File: src/hw/rtl/wcq_pkg.sv
`timescale 1ns / 1ps
`default_nettype none

package wcq_pkg;

	// default sizes
	localparam int ELEMENTS_DEF    = 1024;
	localparam int CLUSTERINGS_DEF = 16;
	localparam int LABELS_DEF      = 16;

	// field widths
	localparam int ACT_W  = 2;
	localparam int CLUS_W = 4;
	localparam int ELEM_W = 10;
	localparam int LAB_W  = 5;
	localparam int WGT_W  = 17;
	localparam int DIST_W = 7;
	localparam int CFG_W  = 5;

	// q1.16 weights
	localparam int                 WEIGHT_FRAC = 16;
	localparam logic [WGT_W-1:0]   WEIGHT_ONE  = 17'h10000;
	localparam logic [DIST_W-1:0]  PERCENT     = 7'd100;

	// action codes of an input item
	localparam logic [ACT_W-1:0] ACT_LABEL  = 2'd0;
	localparam logic [ACT_W-1:0] ACT_WEIGHT = 2'd1;
	localparam logic [ACT_W-1:0] ACT_QUERY  = 2'd2;

	// command queue
	localparam int QDEPTH = 2;
	localparam int QPW    = (QDEPTH > 1) ? $clog2(QDEPTH) : 1;
	localparam int QCW    = $clog2(QDEPTH + 1);

	typedef struct packed {
		logic [ACT_W-1:0]  action;
		logic [CLUS_W-1:0] clustering_index;
		logic [ELEM_W-1:0] element_a;
		logic [ELEM_W-1:0] element_b;
		logic [LAB_W-1:0]  label;
		logic [WGT_W-1:0]  weight;
	} wcq_in_t;

	typedef struct packed {
		logic [DIST_W-1:0] distance;
		logic [ELEM_W-1:0] pair_row;
		logic [ELEM_W-1:0] pair_col;
	} wcq_out_t;

	typedef enum logic [1:0] {
		OP_LABEL,
		OP_WEIGHT,
		OP_QUERY
	} wcq_op_t;

	// classified command, front to back
	typedef struct packed {
		wcq_op_t           op;
		logic [CLUS_W-1:0] clus;
		logic [ELEM_W-1:0] elem_a;
		logic [ELEM_W-1:0] elem_b;
		logic [LAB_W-1:0]  lab_idx;
		logic [WGT_W-1:0]  weight;
		logic              live;
	} wcq_cmd_t;

	typedef struct packed {
		logic full;
		logic empty;
	} wcq_qstat_t;

	typedef enum logic [2:0] {
		ST_IDLE,
		ST_SCAN,
		ST_DRAIN,
		ST_MUL,
		ST_DIV
	} wcq_state_t;

endpackage

`default_nettype wire

File: src/hw/rtl/wcq_front.sv
`timescale 1ns / 1ps
`default_nettype none

module wcq_front #(
	parameter int ELEMENTS    = wcq_pkg::ELEMENTS_DEF,
	parameter int CLUSTERINGS = wcq_pkg::CLUSTERINGS_DEF,
	parameter int LABELS      = wcq_pkg::LABELS_DEF,
	localparam int NCW        = $clog2(CLUSTERINGS + 1)
) (
	input  wire logic                      clk,
	input  wire logic                      arst_n,
	input  wire logic                      start,
	input  wire wcq_pkg::wcq_in_t          item,
	input  wire logic                      full,
	output logic                           push,
	output wcq_pkg::wcq_cmd_t              cmd,
	input  wire logic                      cfg_valid,
	output logic                           cfg_ready,
	input  wire logic [wcq_pkg::CFG_W-1:0] cfg_data,
	output logic [NCW-1:0]                 n_eff
);
	import wcq_pkg::*;

	logic [CFG_W-1:0] cfg_q;
	logic             clus_ok;
	logic             lab_ok;
	logic             ea_ok;
	logic             eb_ok;
	logic             keep;

	assign cfg_ready = 1'b1;

	always_ff @(posedge clk or negedge arst_n) begin
		if (!arst_n) begin
			cfg_q <= CFG_W'(1);
		end else if (cfg_valid && cfg_ready) begin
			cfg_q <= cfg_data;
		end
	end

	// zero counts as one, above the store size counts as the store size
	always_comb begin
		if (cfg_q == '0) begin
			n_eff = NCW'(1);
		end else if (32'(cfg_q) > CLUSTERINGS) begin
			n_eff = NCW'(CLUSTERINGS);
		end else begin
			n_eff = NCW'(cfg_q);
		end
	end

	assign clus_ok = 32'(item.clustering_index) < CLUSTERINGS;
	assign lab_ok  = (item.label != '0) && (32'(item.label) <= LABELS);
	assign ea_ok   = 32'(item.element_a) < ELEMENTS;
	assign eb_ok   = 32'(item.element_b) < ELEMENTS;

	always_comb begin
		cmd.op      = OP_QUERY;
		cmd.clus    = item.clustering_index;
		cmd.elem_a  = item.element_a;
		cmd.elem_b  = item.element_b;
		cmd.lab_idx = item.label - LAB_W'(1);
		cmd.weight  = (item.weight > WEIGHT_ONE) ? WEIGHT_ONE : item.weight;
		cmd.live    = (item.element_a != item.element_b) && ea_ok && eb_ok;
		keep        = 1'b0;
		unique case (item.action)
			ACT_LABEL: begin
				cmd.op = OP_LABEL;
				keep   = clus_ok && lab_ok && ea_ok;
			end
			ACT_WEIGHT: begin
				cmd.op = OP_WEIGHT;
				keep   = clus_ok && lab_ok;
			end
			ACT_QUERY: begin
				cmd.op = OP_QUERY;
				keep   = 1'b1;
			end
			default: begin
				keep = 1'b0;
			end
		endcase
	end

	// dropped items are accepted but never queued
	assign push = start && !full && keep;

endmodule

`default_nettype wire

File: config.mk
export PLATFORM = sky130hd
export DESIGN_NAME = wcq_front
export DESIGN_NICKNAME = d
export VERILOG_FILES = /design/src/hw/rtl/wcq_pkg.sv /design/src/hw/rtl/wcq_front.sv
export SDC_FILE = /design/constraint.sdc
export NUM_CORES = 1
export LEC_CHECK = 0
export ABC_AREA = 1
export BUFFER_PORTS_ARGS = -buffer_cell sky130_fd_sc_hd__buf_4
export CORE_ASPECT_RATIO = 1.5
export CORE_MARGIN = 4
export CORE_UTILIZATION = 36
export CTS_CLUSTER_SIZE = 28
export DETAILED_ROUTE_END_ITERATION = 10
export GPL_TIMING_DRIVEN = 0
export PLACE_DENSITY = 0.88
export SETUP_SLACK_MARGIN = 0.4
export SLEW_MARGIN = 10
export SYNTH_ARGS = -nofsm -noshare
export SYNTH_HDL_FRONTEND = slang
export SYNTH_SLANG_ARGS = --single-unit
File: constraint.sdc
create_clock -name clk -period 2.8 [get_ports clk]
set_clock_uncertainty 0.15 [all_clocks]
set_input_delay 0.28 -clock clk [delete_from_list [all_inputs] [get_ports clk]]
set_output_delay 0.28 -clock clk [all_outputs]
set_load 0.1 [all_outputs]
# Word-level counts from Yosys, hierarchy flattened
# Index checks and enable logic that the tools add are counted.
[op_classes] n_eq_ne=3 magnitude_cmp=3 reduce_logical=8 muxes=5 addsub=1
[op_table] operator="17-bit > comparator, second input constant" count=1
[op_table] operator="17-bit two-way mux" count=1
[op_table] operator="5-bit two-way mux" count=2
[op_table] operator="10-bit != test" count=1
[op_table] operator="5-bit > comparator, second input constant" count=1
[op_table] operator="5-bit less-or-equal comparator, second input constant" count=1
[op_table] operator="5-bit logical NOT" count=1
[op_table] operator="5-bit nonzero test" count=1
[op_table] operator="5-bit by 1-bit subtractor with 5-bit output, second input constant" count=1
[op_table] operator="2-bit one-hot mux with 2 select lines" count=1
[op_table] operator="1-bit logical AND" count=3
[op_table] operator="2-bit by 1-bit == test with 1-bit output, second input constant" count=1
[op_table] operator="2-bit == test, second input constant" count=1
[op_table] operator="2-bit logical NOT" count=1
[op_table] operator="1-bit one-hot mux with 2 select lines" count=1
[op_table] operator="2-bit OR reduction" count=1
[op_table] operator="1-bit logical NOT" count=1
[word_totals] ff_bits=5 in_bits=58 out_inout_bits=56

# Longest topological paths before layout
[depth] ltp_word=4 ltp_mapped=6 ltp_nobuf=6

# Worst setup path before layout
# OpenSTA, ideal clock, no wires.
[synth_path] path_kind="input port to output port" from="input port item[17] in the netlist's numbering" to="output port push" path_slack_ps=-1196 arrival_ps=3566 path_buffers=0 path_stages=6 path_cell_list="inv_1 ha_1 nand2_1 nand2_1 nand2_1 a21oi_1"
[synth_via] elab_chain_len=4 elab_cells_between_ends=5 classes_between="order compare (1); mux (1); reduce/logical (3)"
[synth_lines] element="from (decl)" line="wcq_front.sv:13" source="input wire wcq_pkg::wcq_in_t item,"
[synth_lines] element="5-bit less-or-equal comparator / 5-bit nonzero test (equally long branches)" line="wcq_front.sv:53" source="assign lab_ok = (item.label != '0) && (32'(item.label) <= LABELS);"
[synth_lines] element="1-bit logical AND *" line="wcq_front.sv:53"
[synth_lines] element="1-bit one-hot mux with 2 select lines *" line="wcq_front.sv:66" source="unique case (item.action)"
[synth_lines] element="1-bit logical AND *" line="wcq_front.sv:86" source="assign push = start && !full && keep;"
[synth_lines] element="to (decl)" line="wcq_front.sv:15" source="output logic push,"
# Mark *: on every way between the ends. The rest lies on a longest branch, timed or not.

==> insert_results.sql <==
INSERT INTO impl_metrics (metric_group, metric, value, unit) VALUES
('route', 'drt-pass1-iter-count', '4', ''),
('clock_network', 'clock-sinks', '5', ''),
('synthesis', 'synthesis.instances', '159', ''),
('synthesis', 'post_synth.cell_area_avg', '5.949', 'sq um'),
('floorplan', 'core.rowCount', '22', ''),
('setup_path', 'timing_worst_setup_path_type', 'input pin to output port', ''),
('clock_network', 'cts_resized', '0', ''),
('clock_network', 'cts.reportedPaths.clkPinSlew', '0.04', 'ns'),
('pwr', 'pwr_density_cell', '410.5', 'nW/um^2'),
('global_routing', 'vias_in_the_first_global_route', '1190', ''),
('sta', 'finalMaxSlewViolations', '0', ''),
('sta', 'setup_slack', '0.9926', 'ns'),
('floorplan', 'dieWidth', '49.86', 'um'),
('clock_network', 'cts-root-to-sink-buffers', '2', ''),
('clock_network', 'tritoncts', 'done', ''),
('pwr', 'cellLeakagePower', '0.001093', 'uW'),
('placed_design', 'pre_cts_slack', '0.9752', 'ns'),
('synthesis', 'synth-seq-cells', '5', ''),
('setup_path', 'arrival', '1.38', 'ns'),
('worst_hold_path', 'hold_path_cell_cnt', '3', ''),
('finish', 'drive_gt1_frac', '0.5889', ''),
('clock_network', 'worst_skew_pair.late_latency', '0.24', 'ns'),
('route', 'wire_per_inst', '10.10', 'um'),
('placed_design', 'post-dp-hpwl', '2680', 'um'),
('sta', 'maxClockFrequency', '0.5533', 'GHz'),
('floorplan', 'effective_utilization_at_floorplan', '0.3818', ''),
('sta', 'rsz_0062_raised_after_global_routing', 'no', ''),
('finish', 'biggestRegsByFlops', 'cfg_q: 5 flops', ''),
('finish', 'synthToLayoutAreaGrowth', '94.97', '%'),
('finish', 'largest_reg_flops', '5', ''),
('synthesis', 'postSynth.topFlopCell', 'sky130_fd_sc_hd__dfrtp_1', ''),
('setup_path', 'critical_path.startpoint_type', 'input pin', ''),
('clock_network', 'cts_made_buffers', '3', ''),
('synthesis', 'yosys.cell_types.count', '22', ''),
('job', 'maxCapViolCount', '0', ''),
('setup_path', 'crit_path_end_kind', 'output port', ''),
('global_routing', 'grt_overflow_total', '0', ''),
('finish', 'fillerInstances', '201', ''),
('sta', 'finalCritPeriodShare', '0.6455', ''),
('synthesis', 'postSynth.asyncResetShare', '1.000', ''),
('global_routing', 'grt.total_usage', '0.1639', ''),
('route', 'wl', '2968', 'um'),
('route', 'drt_drc_violations_left', '0', ''),
('synthesis', 'synth.yosys.seq_area_share', '0.1336', ''),
('floorplan', 'fp.coreArea', '2477', 'sq um'),
('synthesis', 'synth-warning-count', '0', ''),
('placed_design', 'placedCellCount', '289', ''),
('worst_hold_path', 'holdCritPathClass', 'input pin to register', ''),
('route', 'route.vias.total', '1270', ''),
('floorplan', 'height_of_the_chip', '70.78', 'um'),
('placed_design', 'finalWeightedCongestion', '0.6803', ''),
('floorplan', 'io-pin-count', '114', ''),
('route', 'vias_per_cell', '4.320', ''),
('placed_design', 'portBuffers', '106', ''),
('global_routing', 'grt_first_pass_wirelength', '4685', 'um'),
('floorplan', 'design.die.area', '3529', 'sq um'),
('finish', 'antenna_cells_inserted', '0', ''),
('finish', 'largest_register', 'cfg_q', ''),
('sta', 'setup_total_negative_slack', '0', 'ns'),
('finish', 'finish.utilization', '0.7444', ''),
('sta', 'final_report_setup_violation_count', '0', ''),
('finish', 'most_frequent_cells_in_the_layout', 'sky130_fd_sc_hd__buf_4 (131), sky130_fd_sc_hd__inv_1 (34), sky130_fd_sc_hd__nand2_1 (27)', ''),
('route', 'antenna_left', '0', ''),
('sta', 'min_period', '1.807', 'ns'),
('global_routing', 'largest_net_degree_at_the_start_of_global_routing', '11', ''),
('synthesis', 'post_synthesis_cell_area', '945.9', 'sq um'),
('setup_path', 'rr_worst_depth', '1', ''),
('finish', 'finalNetCount', '330', ''),
('run_status', 'outcome', 'finished, final reports clean', ''),
('route', 'drt_iter0_markers', '8', ''),
('clock_network', 'htreeDepth', '1', ''),
('finish', 'layout_commonest_cell', 'sky130_fd_sc_hd__buf_4', ''),
('synthesis', 'synth.net_count', '218', ''),
('global_routing', 'initial_antenna_violation_count', '0', ''),
('finish', 'fin_cells', '294', ''),
('synthesis', 'synth-edff-count', '0', ''),
('clock_network', 'cts_root_buffer', 'sky130_fd_sc_hd__clkbuf_4', ''),
('setup_path', 'path_max_fanout', '10', ''),
('pwr', 'ir_drop', '0.0005102', 'V'),
('sta', 'final_hold_viol_count', '0', ''),
('setup_path', 'crit_required', '2.37', 'ns');
## path summary, 6_finish.rpt
| path | from | endpoint | slack, ns |
|---|---|---|---|
| worst max-delay path | item[8] | cmd[16] | 0.99 |
| worst min-delay path | cfg_data[1] | cfg_q[1] | 0.1 |
| worst max register to register | cfg_q[4] | cfg_q[4] | 1.82 |
| worst min register to register | cfg_q[0] | cfg_q[0] | 0.38 |
| max in group asynchronous | arst_n | cfg_q[0] | 2.07 |
| min in group asynchronous | arst_n | cfg_q[4] | 0.23 |
## cell families after synthesis
group	share of synthesized area
other	0.003964
xor gates and xnor gates	0.06482
adders and majority gates	0.01323
DFF	0.1336
buffers and inverters	0.3770
muxes	0.01190
and+or+nand+nor	0.2394
AOI/OAI and AO/OA	0.1561
## synth_stat cells (3+ instances only)
cell | number | share of area
sky130_fd_sc_hd__a21oi_1 | 8 | 0.042
sky130_fd_sc_hd__a21oi_2 | 10 | 0.093
sky130_fd_sc_hd__buf_2 | 3 | 0.016
sky130_fd_sc_hd__buf_4 | 25 | 0.20
sky130_fd_sc_hd__clkbuf_1 | 3 | 0.012
sky130_fd_sc_hd__dfrtp_1 | 4 | 0.11
sky130_fd_sc_hd__inv_1 | 35 | 0.14
sky130_fd_sc_hd__nand2_1 | 28 | 0.11
sky130_fd_sc_hd__nor2_1 | 18 | 0.071
sky130_fd_sc_hd__o21ai_0 | 4 | 0.021
sky130_fd_sc_hd__xnor2_1 | 5 | 0.046
## cell type report
type,instances,area (sq um),share of cell area
flip-flops and latches,5,126.4,0.06852
multi-input cells,87,495.5,0.2687
inverters,35,135.1,0.07327
plain buffers,32,225.2,0.1221
clock buffers,4,26.28,0.01425
well taps,24,30.03,0.01628
repair buffers,107,805.8,0.4369
## stage by stage
| stage | instance area [sq um] | hold slack [ns] | total power [uW] |
|---|---|---|---|
| detailed placement | 1808 | -0.06761 | 677.9 |
| floorplan | 982.2 | -0.1656 | 529.5 |
| finish | 1844 | 0.09602 | 757.1 |
| CTS | 1844 | 0.09121 | 763.2 |
| global route | 1844 | 0.1024 | 794.4 |
| global placement | 1808 | -0.06797 | 674.3 |
## timing repair
action | CTS | global route
endpoints found under the hold margin | 5 | 0
buffers inserted | 0 | 0
hold buffers | 1 | 0
## where the power goes
| part | switching (uW) | internal, uW |
|---|---|---|
| Sequential | 4.37 | 80.1 |
| Combinational | 433 | 158 |
| Clock | 28.0 | 53.8 |
| Total | 465 | 292 |
## per-layer routing
metal | vias up | share of wire | GRT usage
li1 | 659 | - | -
met1 | 531 | 0.33 | 0.1489
met2 | 76 | 0.52 | 0.3181
met3 | 4 | 0.14 | 0.05895
met4 | 0 | 0.012 | 0.06462
met5 | - | 0 | 0
## critical path, stage by stage
cell and delay [ns]:
sky130_fd_sc_hd__buf_4 0.11, sky130_fd_sc_hd__nor2_1 0.10, sky130_fd_sc_hd__nand2_1 0.06, sky130_fd_sc_hd__nor2_2 0.11
sky130_fd_sc_hd__nand2_2 0.12, sky130_fd_sc_hd__buf_6 0.18, sky130_fd_sc_hd__a21oi_2 0.12, sky130_fd_sc_hd__buf_4 0.30
Note: power is estimated with default switching activity, not from simulation.
