`src/hw/rtl/wcq_pkg.sv`:
```
`timescale 1ns / 1ps
`default_nettype none

package wcq_pkg;

	// default sizes
	localparam int ELEMENTS_DEF    = 1024;
	localparam int CLUSTERINGS_DEF = 16;
	localparam int LABELS_DEF      = 16;

	// field widths
	localparam int ACT_W  = 2;
	localparam int CLUS_W = 4;
	localparam int ELEM_W = 10;
	localparam int LAB_W  = 5;
	localparam int WGT_W  = 17;
	localparam int DIST_W = 7;
	localparam int CFG_W  = 5;

	// q1.16 weights
	localparam int                 WEIGHT_FRAC = 16;
	localparam logic [WGT_W-1:0]   WEIGHT_ONE  = 17'h10000;
	localparam logic [DIST_W-1:0]  PERCENT     = 7'd100;

	// action codes of an input item
	localparam logic [ACT_W-1:0] ACT_LABEL  = 2'd0;
	localparam logic [ACT_W-1:0] ACT_WEIGHT = 2'd1;
	localparam logic [ACT_W-1:0] ACT_QUERY  = 2'd2;

	// command queue
	localparam int QDEPTH = 2;
	localparam int QPW    = (QDEPTH > 1) ? $clog2(QDEPTH) : 1;
	localparam int QCW    = $clog2(QDEPTH + 1);

	typedef struct packed {
		logic [ACT_W-1:0]  action;
		logic [CLUS_W-1:0] clustering_index;
		logic [ELEM_W-1:0] element_a;
		logic [ELEM_W-1:0] element_b;
		logic [LAB_W-1:0]  label;
		logic [WGT_W-1:0]  weight;
	} wcq_in_t;

	typedef struct packed {
		logic [DIST_W-1:0] distance;
		logic [ELEM_W-1:0] pair_row;
		logic [ELEM_W-1:0] pair_col;
	} wcq_out_t;

	typedef enum logic [1:0] {
		OP_LABEL,
		OP_WEIGHT,
		OP_QUERY
	} wcq_op_t;

	// classified command, front to back
	typedef struct packed {
		wcq_op_t           op;
		logic [CLUS_W-1:0] clus;
		logic [ELEM_W-1:0] elem_a;
		logic [ELEM_W-1:0] elem_b;
		logic [LAB_W-1:0]  lab_idx;
		logic [WGT_W-1:0]  weight;
		logic              live;
	} wcq_cmd_t;

	typedef struct packed {
		logic full;
		logic empty;
	} wcq_qstat_t;

	typedef enum logic [2:0] {
		ST_IDLE,
		ST_SCAN,
		ST_DRAIN,
		ST_MUL,
		ST_DIV
	} wcq_state_t;

endpackage

`default_nettype wire

```
`src/hw/rtl/wcq_queue.sv`:
```
`timescale 1ns / 1ps
`default_nettype none

module wcq_queue (
	input  wire logic              clk,
	input  wire logic              arst_n,
	input  wire logic              push,
	input  wire wcq_pkg::wcq_cmd_t din,
	input  wire logic              pop,
	output wcq_pkg::wcq_cmd_t      dout,
	output wcq_pkg::wcq_qstat_t    stat
);
	import wcq_pkg::*;

	wcq_cmd_t       entry_q [QDEPTH];
	logic [QPW-1:0] wr_q;
	logic [QPW-1:0] rd_q;
	logic [QCW-1:0] cnt_q;

	always_ff @(posedge clk) begin
		if (push) begin
			entry_q[wr_q] <= din;
		end
	end

	always_ff @(posedge clk or negedge arst_n) begin
		if (!arst_n) begin
			wr_q  <= '0;
			rd_q  <= '0;
			cnt_q <= '0;
		end else begin
			if (push) begin
				wr_q <= (wr_q == QPW'(QDEPTH - 1)) ? '0 : wr_q + QPW'(1);
			end
			if (pop) begin
				rd_q <= (rd_q == QPW'(QDEPTH - 1)) ? '0 : rd_q + QPW'(1);
			end
			if (push && !pop) begin
				cnt_q <= cnt_q + QCW'(1);
			end else if (pop && !push) begin
				cnt_q <= cnt_q - QCW'(1);
			end
		end
	end

	assign dout       = entry_q[rd_q];
	assign stat.full  = (cnt_q == QCW'(QDEPTH));
	assign stat.empty = (cnt_q == '0);

endmodule

`default_nettype wire

```
`config.mk`:
```
export PLATFORM = sky130hd
export DESIGN_NAME = wcq_queue
export DESIGN_NICKNAME = d
export VERILOG_FILES = /design/src/hw/rtl/wcq_pkg.sv /design/src/hw/rtl/wcq_queue.sv
export SDC_FILE = /design/constraint.sdc
export NUM_CORES = 1
export LEC_CHECK = 0
export BUFFER_PORTS_ARGS = -buffer_cell sky130_fd_sc_hd__clkbuf_2
export CORE_MARGIN = 4
export CORE_UTILIZATION = 44
export CTS_CLUSTER_DIAMETER = 40
export CTS_CLUSTER_SIZE = 16
export DETAILED_ROUTE_END_ITERATION = 8
export PLACE_DENSITY = 0.66
export SKIP_CTS_REPAIR_TIMING = 1
export SLEW_MARGIN = 10
export SYNTH_ARGS = -nofsm -noshare
export SYNTH_HDL_FRONTEND = slang
export SYNTH_SLANG_ARGS = --single-unit
```
`constraint.sdc`:
```
create_clock -name clk -period 4.4 [get_ports clk]
set_input_delay 0.22 -clock clk [delete_from_list [all_inputs] [get_ports clk]]
set_output_delay 0.22 -clock clk [all_outputs]
set_load 0.02 [all_outputs]
```
== Word level (Yosys, flattened, before mapping) ==
Memory sizes are Yosys's and may differ from the RTL's.
Cells that the tools add are included.

* Register bits after elaboration: 4
* Word-level logic and storage cells: 21
* Output and inout bits: 51
* Memories: 1
* Memory bits (writable): 98

* $add $sub $neg: 4
* Equal/unequal tests: 1
* Multiplexer cells: 6
* Reduce and logical (&&, ||, !) cells: 6

{| class="wikitable"
|+ Memory list
! memory !! words !! bits a word !! read ports !! clocked after memory_dff !! write ports !! RTL line !! text
|-
| entry_q || 2 || 49 || 1 || 0 || 1 || wcq_queue.sv:15 || <nowiki>wcq_cmd_t entry_q [QDEPTH];</nowiki>
|}

{| class="wikitable"
|+ Operators by type and width
! kind !! count
|-
| two-way mux 1 bit || 4
|-
| two-way mux 2 bit || 2
|-
| adder 1 bit, second input constant || 2
|-
| adder 2 x 1 -> 2 bit, second input constant || 1
|-
| == test 2 bit, second input constant || 1
|-
| logical AND 1 bit || 2
|-
| zero test 1 bit || 2
|-
| zero test 2 bit || 1
|-
| nonzero test 2 bit || 1
|-
| subtractor 2 x 1 -> 2 bit, second input constant || 1
|}

== Depth between registers and ports, before layout ==
Gate-level depths: netlist of run 1.

* Word-level depth: 4
* Gate-level depth with buffers: 5
* Mapped depth without buffers: 5

== Worst setup path after synthesis of run 1 ==
Ideal clock, no wire load.

* Kind: reg-to-reg
* From: reg wr_q
* To: mem entry_q[0][0] (netlist name) (enable)
* Library setup time: 462 ps
* Buffers on the path: 0
* Arrival: 2588 ps
* Cell stages (with the launch flop): 2
* Clock period less this slack: 3050 ps
* Slack: 1350 ps
* Required time: 3938 ps
* Cells stage by stage: dfrtp_1 -> nor2b_1

{| class="wikitable"
|+ RTL lines
! item !! RTL line !! text
|-
| from (decl) || wcq_queue.sv:16 || <nowiki>logic [QPW-1:0] wr_q;</nowiki>
|-
| from (signal assigned) || wcq_queue.sv:33 || <nowiki>wr_q <= (wr_q == QPW'(QDEPTH - 1)) ? '0 : wr_q + QPW'(1);</nowiki>
|-
| to (decl) || wcq_queue.sv:15 ||
|}

Straight into the memory's write port.

==> key figures, run 1 <==
Final layout
  • Share of cells above drive strength 1: 0.597
  • Fin cells: 391
  • Total Nets Final: 334
  • # diodes: 0
  • Area Overhead vs Synth: 18.4%

Critical path
  • Worst Setup End Kind: primary output
  • Crit Path Class: reg -> out
  • Worst Path Max Fanout: 50
  • Crit path largest cell delay: 1060 ps
  • Setup crit start kind: register
  • Data arrival, critical path: 1950 ps
  • CP max-delay cell: dfrtp_4
  • Crit-path cells: mux2_4 -> clkbuf_2
  • Critical Path RT: roughly 4200 ps

Pwr
  • Total power: 0.00296 W
  • Worst vdd ir: 0.627 mV
  • Part of the power in the clock network: 0.161
  • Combinational power share: 0.342
  • Int Power: ~0.002 W
  • Seq pwr share: 0.497
  • Power per cell area: 628 nW/um2
  • Leak: 1.93 nW
  • Net Sw Frac: 0.327
  • Switching power: ~0.00097 W

Clock tree
  • Worst skew pair latency: between 300 and 400 ps
  • Root Buffer: clkbuf_8
  • CTS Buffer Depth: 2
  • CTS tree: done
  • CTS clock-pin slew for the worst setup and hold paths: 90 ps
  • H-tree depth: 3
  • Sinks on Clock Net: 102
  • CTS buffer count: 9

Logic synthesis
  • Leading area contributor after synthesis: edfxtp_1
  • Syn Area/Cell: 23.5 um2
  • Post-Synth Adder-Cell Area: 0.00315
  • XOR/XNOR share of the synthesized area: 0.0110
  • Synth top area share: 0.740
  • Sequential share of the synthesized area: 0.765
  • Synth area leaders: edfxtp_1, mux2_4, buf_12
  • Mux cell area share after synthesis: 0.185
  • Syn nets: 223
  • Compound-Gate Fraction of Synth Area: 0
  • Mapped cell area: slightly below 4000 um2
  • Largest family of logic cells by synthesized area: multiplexers
  • Synth unique cells: 12
  • Post-Synth Simple-Gate Area: 0.00661
  • Mapped Cells: ~170
  • Synth warn: 0
  • Synth Register Bits: 102

Drt
  • DRT Wirelength: 6190 um
  • Vias per cell: 4.73
  • Residual DRC: 0
  • Drt first pass iters: 4
  • Drt initial violations: 33
  • Antenna viol nets, final: 0
  • Drt wl/cell: 15.8 um
  • Routed vias: roughly 1.9k

Timing
  • TNS Setup: 0 ps
  • Worst-Margin Slew: 942 ps
  • Fin crit share: 0.492
  • Worst-case clock skew: roughly 7.5 ps
  • Peak Freq: around 460 MHz
  • RSZ-0062 raised after global routing: no
  • Final setup viols: 0
  • Min cycle time layout: 2170 ps
  • Final slew viol count: 0
  • Final Hold Fails: 0
  • Headroom to the max-slew limit: 0.372

Floorplanning
  • Die area: 10600 um2
  • Core area: around 9000 um2
  • I/O pins: 104
  • Die Wd: approximately 100 um
  • Num rows: 34
  • Initial core utilization: 0.454
  • Die height: 103 um

GRT
  • Total track usage: 0.118
  • Largest net degree at the start of global routing: 51
  • First-pass GRT wire length: between 9000 and 10000 um
  • GRT Residual Overflow: 0
  • Vias in the first global route: 1889
  • Initial antenna violation count: 0

Min path
  • Hold Path Class: in -> reg

Placed design
  • Post-Place Cells: about 380
  • RD Place Congestion: 0.689
  • PortBufs: 103
  • Post-DP HPWL: about 4100 um

Status
  • Status: finished clean

Flow run
  • # Max-Cap Violations: 0
through the flow:
stage / hold WS (ps) / cell area, um2 / setup WS (ps) / utilization
after floorplan: -75.6 / 3980 / 1350 / -
after global placement: 32.7 / 4540 / 2580 / 0.518
after detailed placement: 35.4 / 4540 / 2570 / 0.518
after CTS: -356 / 4700 / 2170 / 0.536
after global routing: 29.0 / 4710 / 2100 / 0.537
final: 60.0 / 4710 / 2230 / 0.537
critical path: cells and delay by family (launching register included):
family                 cells  cell delay, ps
buffers and inverters      1             160
flip-flops                 1            1060
multiplexers               1             360
cell usage after synthesis:
library cell  instances
and2_1                1
buf_12                5
buf_6                 1
dfrtp_1               4
edfxtp_1             98
ha_1                  1
inv_1                 1
mux2_4               49
nor2_1                2
nor2b_1               2
xnor2_1               1
xor2_1                4
cell families after synthesis:
| group | count (synthesis) |
|---|---|
| flops | 102 |
| mux | 49 |
| buf+inv | 7 |
| xor+xnor | 5 |
| simple gates | 5 |
| fa+ha+maj | 1 |
final cells by class:
| cell class | count | area [um2] |
|---|---|---|
| fill | 710 | 4060 |
| sequential | 102 | 3050 |
| multi-input combinational | 60 | 827 |
| timing repair buffer | 106 | 541 |
| tap | 108 | 135 |
| clock buffer | 10 | 128 |
| clock inverter | 4 | 26.3 |
| inverter | 1 | 3.75 |
placed cells by master, fill, tap and decap left out:
cell type        n
mux2_4          49
dlygate4sd3_1    1
xnor2_1          1
inv_1            1
clkbuf_1         1
dfrtp_4          1
dfrtp_1          3
clkinv_1         1
clkinvlp_4       3
and2_2           1
clkbuf_2       103
xor2_1           4
nor2b_1          1
edfxtp_1        98
nor2_1           2
ha_1             1
buf_4            2
nor2b_4          1
clkbuf_8         9
path summary, 6_finish.rpt:
check | from | to | slack (ps) | cells after the start
max in group asynchronous | arst_n | rd_q | 4050 | 2
hold reg to reg | cnt_q[1] | cnt_q[1] | 500 | 1
setup reg to reg | wr_q | entry_q[1][0] | 2620 | 2
hold / removal | din[7] | entry_q[0][7] | 60 | 1
min in group asynchronous | arst_n | cnt_q[0] | 210 | 2
setup / recovery | rd_q | dout[32] | 2230 | 2
per-layer routing:
metal | GRT usage | routed length, um
met1 | 0.146 | 2620
met2 | 0.188 | 3020
met3 | 0.0399 | 494
met4 | 0.0508 | 47
met5 | 0 | 0
power groups by stage:
stage               Clock, W  Sequential [W]  Combinational [W]
finish              0.000476         0.00147            0.00101
global route        0.000547         0.00150            0.00107
CTS                 0.000499         0.00148            0.00103
detailed placement         0         0.00150            0.00102
global placement           0         0.00149            0.00103
floorplan                  0         0.00136           0.000944
registers in the layout, summed over array words and instances (netlist names):
name	cells
cnt_q	2
rd_q	1
wr_q	1
entry_q	98
Note: power is estimated with default switching activity, not from simulation.
==> run 2, diff against run 1 <==
ABC_AREA = 1   (was default)
clock period = 2.25 ns   (was 4.4 ns; I/O delays follow)
==> run 2 against run 1 <==
  * Die area increased by 0.46%
  * Highest routed layer unchanged
  * Global-route usage increased by 0.60 points
  * Clock skew increased by 4.0 ps
  * Routed wire length increased by 12%
  * Via count increased by 11%
  * Critical endpoint is now dout[43]
  * Largest cell class unchanged
  * First-iteration DRC count increased by 91%
  * Flip-flop and latch count unchanged
  * Clock power increased by 130%
  * Combinational power increased by 130%
  * Area after synthesis increased by 0.50%
  * Synthesized cell count increased by 5.3%
==> key figures, run 2 <==
Status
  • Status: finished clean (unchanged)

Placed design
  • Pre-CTS setup slack: 736 ps (was 2570 ps)
  • Post-DP HPWL: 4510 um (was 4090 um)
  • RD Place Congestion: 0.700 (was 0.689)
  • PortBufs: 103 (unchanged)
  • Post-DP Area: 4620 um2 (was 4540 um2)

Floorplanning
  • Initial core utilization: 0.456 (was 0.454)
  • Core area: 8760 um2 (unchanged)
  • I/O pins: 104 (unchanged)
  • Die Wd: 103 um (about the same)
  • Die height: 103 um (about the same)
  • Die area: 10700 um2 (was 10600 um2)
  • Num rows: 34 (unchanged)

Timing
  • TNS Setup: 0 ps (unchanged)
  • Final setup viols: 0 (unchanged)
  • RSZ-0062 raised after global routing: no (unchanged)
  • Worst-case clock skew: 11.5 ps (was 7.53 ps)
  • Worst-Margin Slew: 518 ps (was 942 ps)
  • Final WS setup: 368 ps (was 2230 ps)
  • Final slew viol count: 0 (unchanged)
  • Fin crit share: 0.836
  • Peak Freq: 531 MHz
  • Headroom to the max-slew limit: 0.654 (was 0.372)
  • Min cycle time layout: 1880 ps
  • Final Hold Fails: 0 (unchanged)

Final layout
  • # diodes: 0 (unchanged)
  • Max reg flops: 98 (unchanged)
  • Share of cells above drive strength 1: 0.504 (was 0.597)
  • Biggest regs: entry_q: 98 flops, cnt_q: 2 flops (unchanged)
  • Commonest non-fill, non-tap cells in the layout: clkbuf_2, edfxtp_1, dlygate4sd3_1 (was clkbuf_2, edfxtp_1, mux2_4)
  • Commonest non-fill, non-tap cell in the layout: clkbuf_2 (unchanged)
  • Total Nets Final: 397 (was 334)
  • Top reg by flops: entry_q (unchanged)
  • Area Overhead vs Synth: 33.6% (was 18.4%)
  • Final non-filler cell area: 5340 um2 (was 4710 um2)

Logic synthesis
  • EDFF count, synth: 98 (unchanged)
  • Leading area contributor after synthesis: edfxtp_1 (unchanged)
  • Synth unique cells: 13 (was 12)
  • Mapped Cells: 178 (was 169)
  • Syn nets: 232 (was 223)
  • Post-synthesis async set-or-reset flop share: 0.0392 (unchanged)
  • Synth Register Bits: 102 (unchanged)
  • Commonest cells in the synthesized netlist: edfxtp_1, mux2_4, inv_1 (was edfxtp_1, mux2_4, buf_12)
  • Dominant synthesized flop cell: edfxtp_1 (unchanged)
  • Syn Area/Cell: 22.5 um2 (was 23.5 um2)
  • Mapped cell area: 4000 um2 (was 3980 um2)
  • Synth top area share: 0.736 (was 0.740)
  • Sequential share of the synthesized area: 0.761 (was 0.765)
  • Synth area leaders: edfxtp_1, mux2_4, buf_12 (unchanged)
  • Synth warn: 0 (unchanged)
  • Most frequent cell after synthesis: edfxtp_1 (unchanged)

Critical path
  • Data arrival, critical path: 1770 ps (was 1950 ps)
  • Crit-path cells: buf_4 -> mux2_4 -> clkbuf_2 (was mux2_4 -> clkbuf_2)
  • CP max-delay cell: dfrtp_4 (unchanged)
  • Critical Path RT: 2140 ps (was 4180 ps)
  • Kind of cell adding the most delay to the critical path: flip-flops (unchanged)
  • Worst r2r src: wr_q (unchanged)
  • Crit path largest cell delay: 610 ps (was 1060 ps)
  • Worst Path Max Fanout: 14 (was 50)
  • CP bufs+invs: 2 (was 1)
  • Critical Path Start: rd_q (unchanged)
  • Setup crit start kind: register (unchanged)
  • Crit Path Class: reg -> out (unchanged)
  • Worst Setup End Kind: primary output (unchanged)

Clock tree
  • CTS clock-pin slew for the worst setup and hold paths: 90 ps (about the same)
  • Sinks on Clock Net: 102 (unchanged)
  • H-tree depth: 3 (unchanged)
  • CTS Buffer Depth: 2 (unchanged)
  • Root Buffer: clkbuf_8 (unchanged)
  • Worst skew pair latency: 350 ps (was 340 ps)
  • CTS buffer count: 9 (unchanged)
  • CTS tree: done (unchanged)

Drt
  • Antenna viol nets, final: 0 (unchanged)
  • Routed vias: 2062 (was 1850)
  • DRT Wirelength: 6940 um (was 6190 um)
  • Drt initial violations: 63 (was 33)
  • Drt wl/cell: 15.2 um (was 15.8 um)
  • Drt first pass iters: 6 (was 4)
  • Vias per cell: 4.53 (was 4.73)
  • Residual DRC: 0 (unchanged)

Pwr
  • Switching power: 0.00199 W (was 0.000967 W)
  • Seq pwr share: 0.442 (was 0.497)
  • Net Sw Frac: 0.325 (was 0.327)
  • Power per cell area: 1150 nW/um2 (was 628 nW/um2)
  • Part of the power in the clock network: 0.182 (was 0.161)
  • Leak: 2.22 nW (was 1.93 nW)
  • Int Power: 0.00413 W (was 0.00199 W)
  • Combinational power share: 0.377 (was 0.342)
  • Worst vdd ir: 0.528 mV (was 0.627 mV)

GRT
  • First-pass GRT wire length: 9480 um (was 9230 um)
  • GRT Residual Overflow: 0 (unchanged)
  • Total track usage: 0.124 (was 0.118)
  • Vias in the first global route: 1936 (was 1889)
  • Initial antenna violation count: 0 (unchanged)
  • Largest net degree at the start of global routing: 43 (was 51)

Min path
  • Hold Path Class: in -> async (was in -> reg)

Flow run
  • # Max-Cap Violations: 0 (unchanged)
==> run 2: changes by cell type in the layout (fill, tap and decap cells not counted), sizes merged, moves of 2 or more <==
| cell | change |
|---|---|
| inv | +7 |
| buf | +3 |
| nand2 | +5 |
| dlygate4sd3 | +51 |
| nor2b | -2 |
| xor2 | -2 |
==> run 2: cell type report <==
cell class	instances	area, um2
inverter	7	26.3
fill	661	3430
tap	108	135
clock inverter	6	71.3
clock buffer	9	124
timing repair buffer	160	1110
sequential	102	3050
multi-input combinational	63	823
==> run 2: kinds of logic after synthesis <==
kind of cell,after synthesis,synth area share
flip-flops,102,0.761
multiplexers,49,0.184
buffers and inverters,13,0.0344
AND/OR/NAND/NOR,10,0.0103
XOR/XNOR,3,0.00658
adder cells (fa/ha/maj),1,0.00313
==> run 2: final timing paths <==
| check | to | slack, ps | cells after the start |
|---|---|---|---|
| setup reg to reg | entry_q[1][25] | 790 | 3 |
| min in group clk | entry_q[0][35] | 480 | 2 |
| setup / recovery | dout[43] | 370 | 3 |
| hold / removal | cnt_q[0] | 100 | 2 |
| hold reg to reg | cnt_q[1] | 500 | 2 |
| max in group asynchronous | rd_q | 2000 | 2 |
==> run 2: per-stage QoR <==
step | utilization | hold WS (ps) | total power (W) | std cells
2_1_floorplan | - | -183 | 0.00451 | 178
3_3_place_gp | 0.527 | -70.0 | 0.00500 | 388
3_5_place_dp | 0.527 | -69.9 | 0.00503 | 388
4_1_cts | 0.550 | -461 | 0.00614 | 403
5_1_grt | 0.609 | 106 | 0.00643 | 455
6_report | 0.609 | 102 | 0.00612 | 455
==> run 2: power groups by stage <==
stage | logic (W) | registers, W | clock network, W
final | 0.00230 | 0.00270 | 0.00111
after global placement | 0.00226 | 0.00273 | 0
after detailed placement | 0.00228 | 0.00275 | 0
after CTS | 0.00228 | 0.00271 | 0.00115
after floorplan | 0.00185 | 0.00266 | 0
after global routing | 0.00245 | 0.00274 | 0.00124
==> run 2: per-layer routing <==
layer | routed length [um] | track usage | part of all wire
met4 | 123 | 0.0657 | 0.018
met1 | 2660 | 0.134 | 0.38
met2 | 3820 | 0.222 | 0.55
met5 | 0 | 0 | 0
met3 | 334 | 0.0302 | 0.048
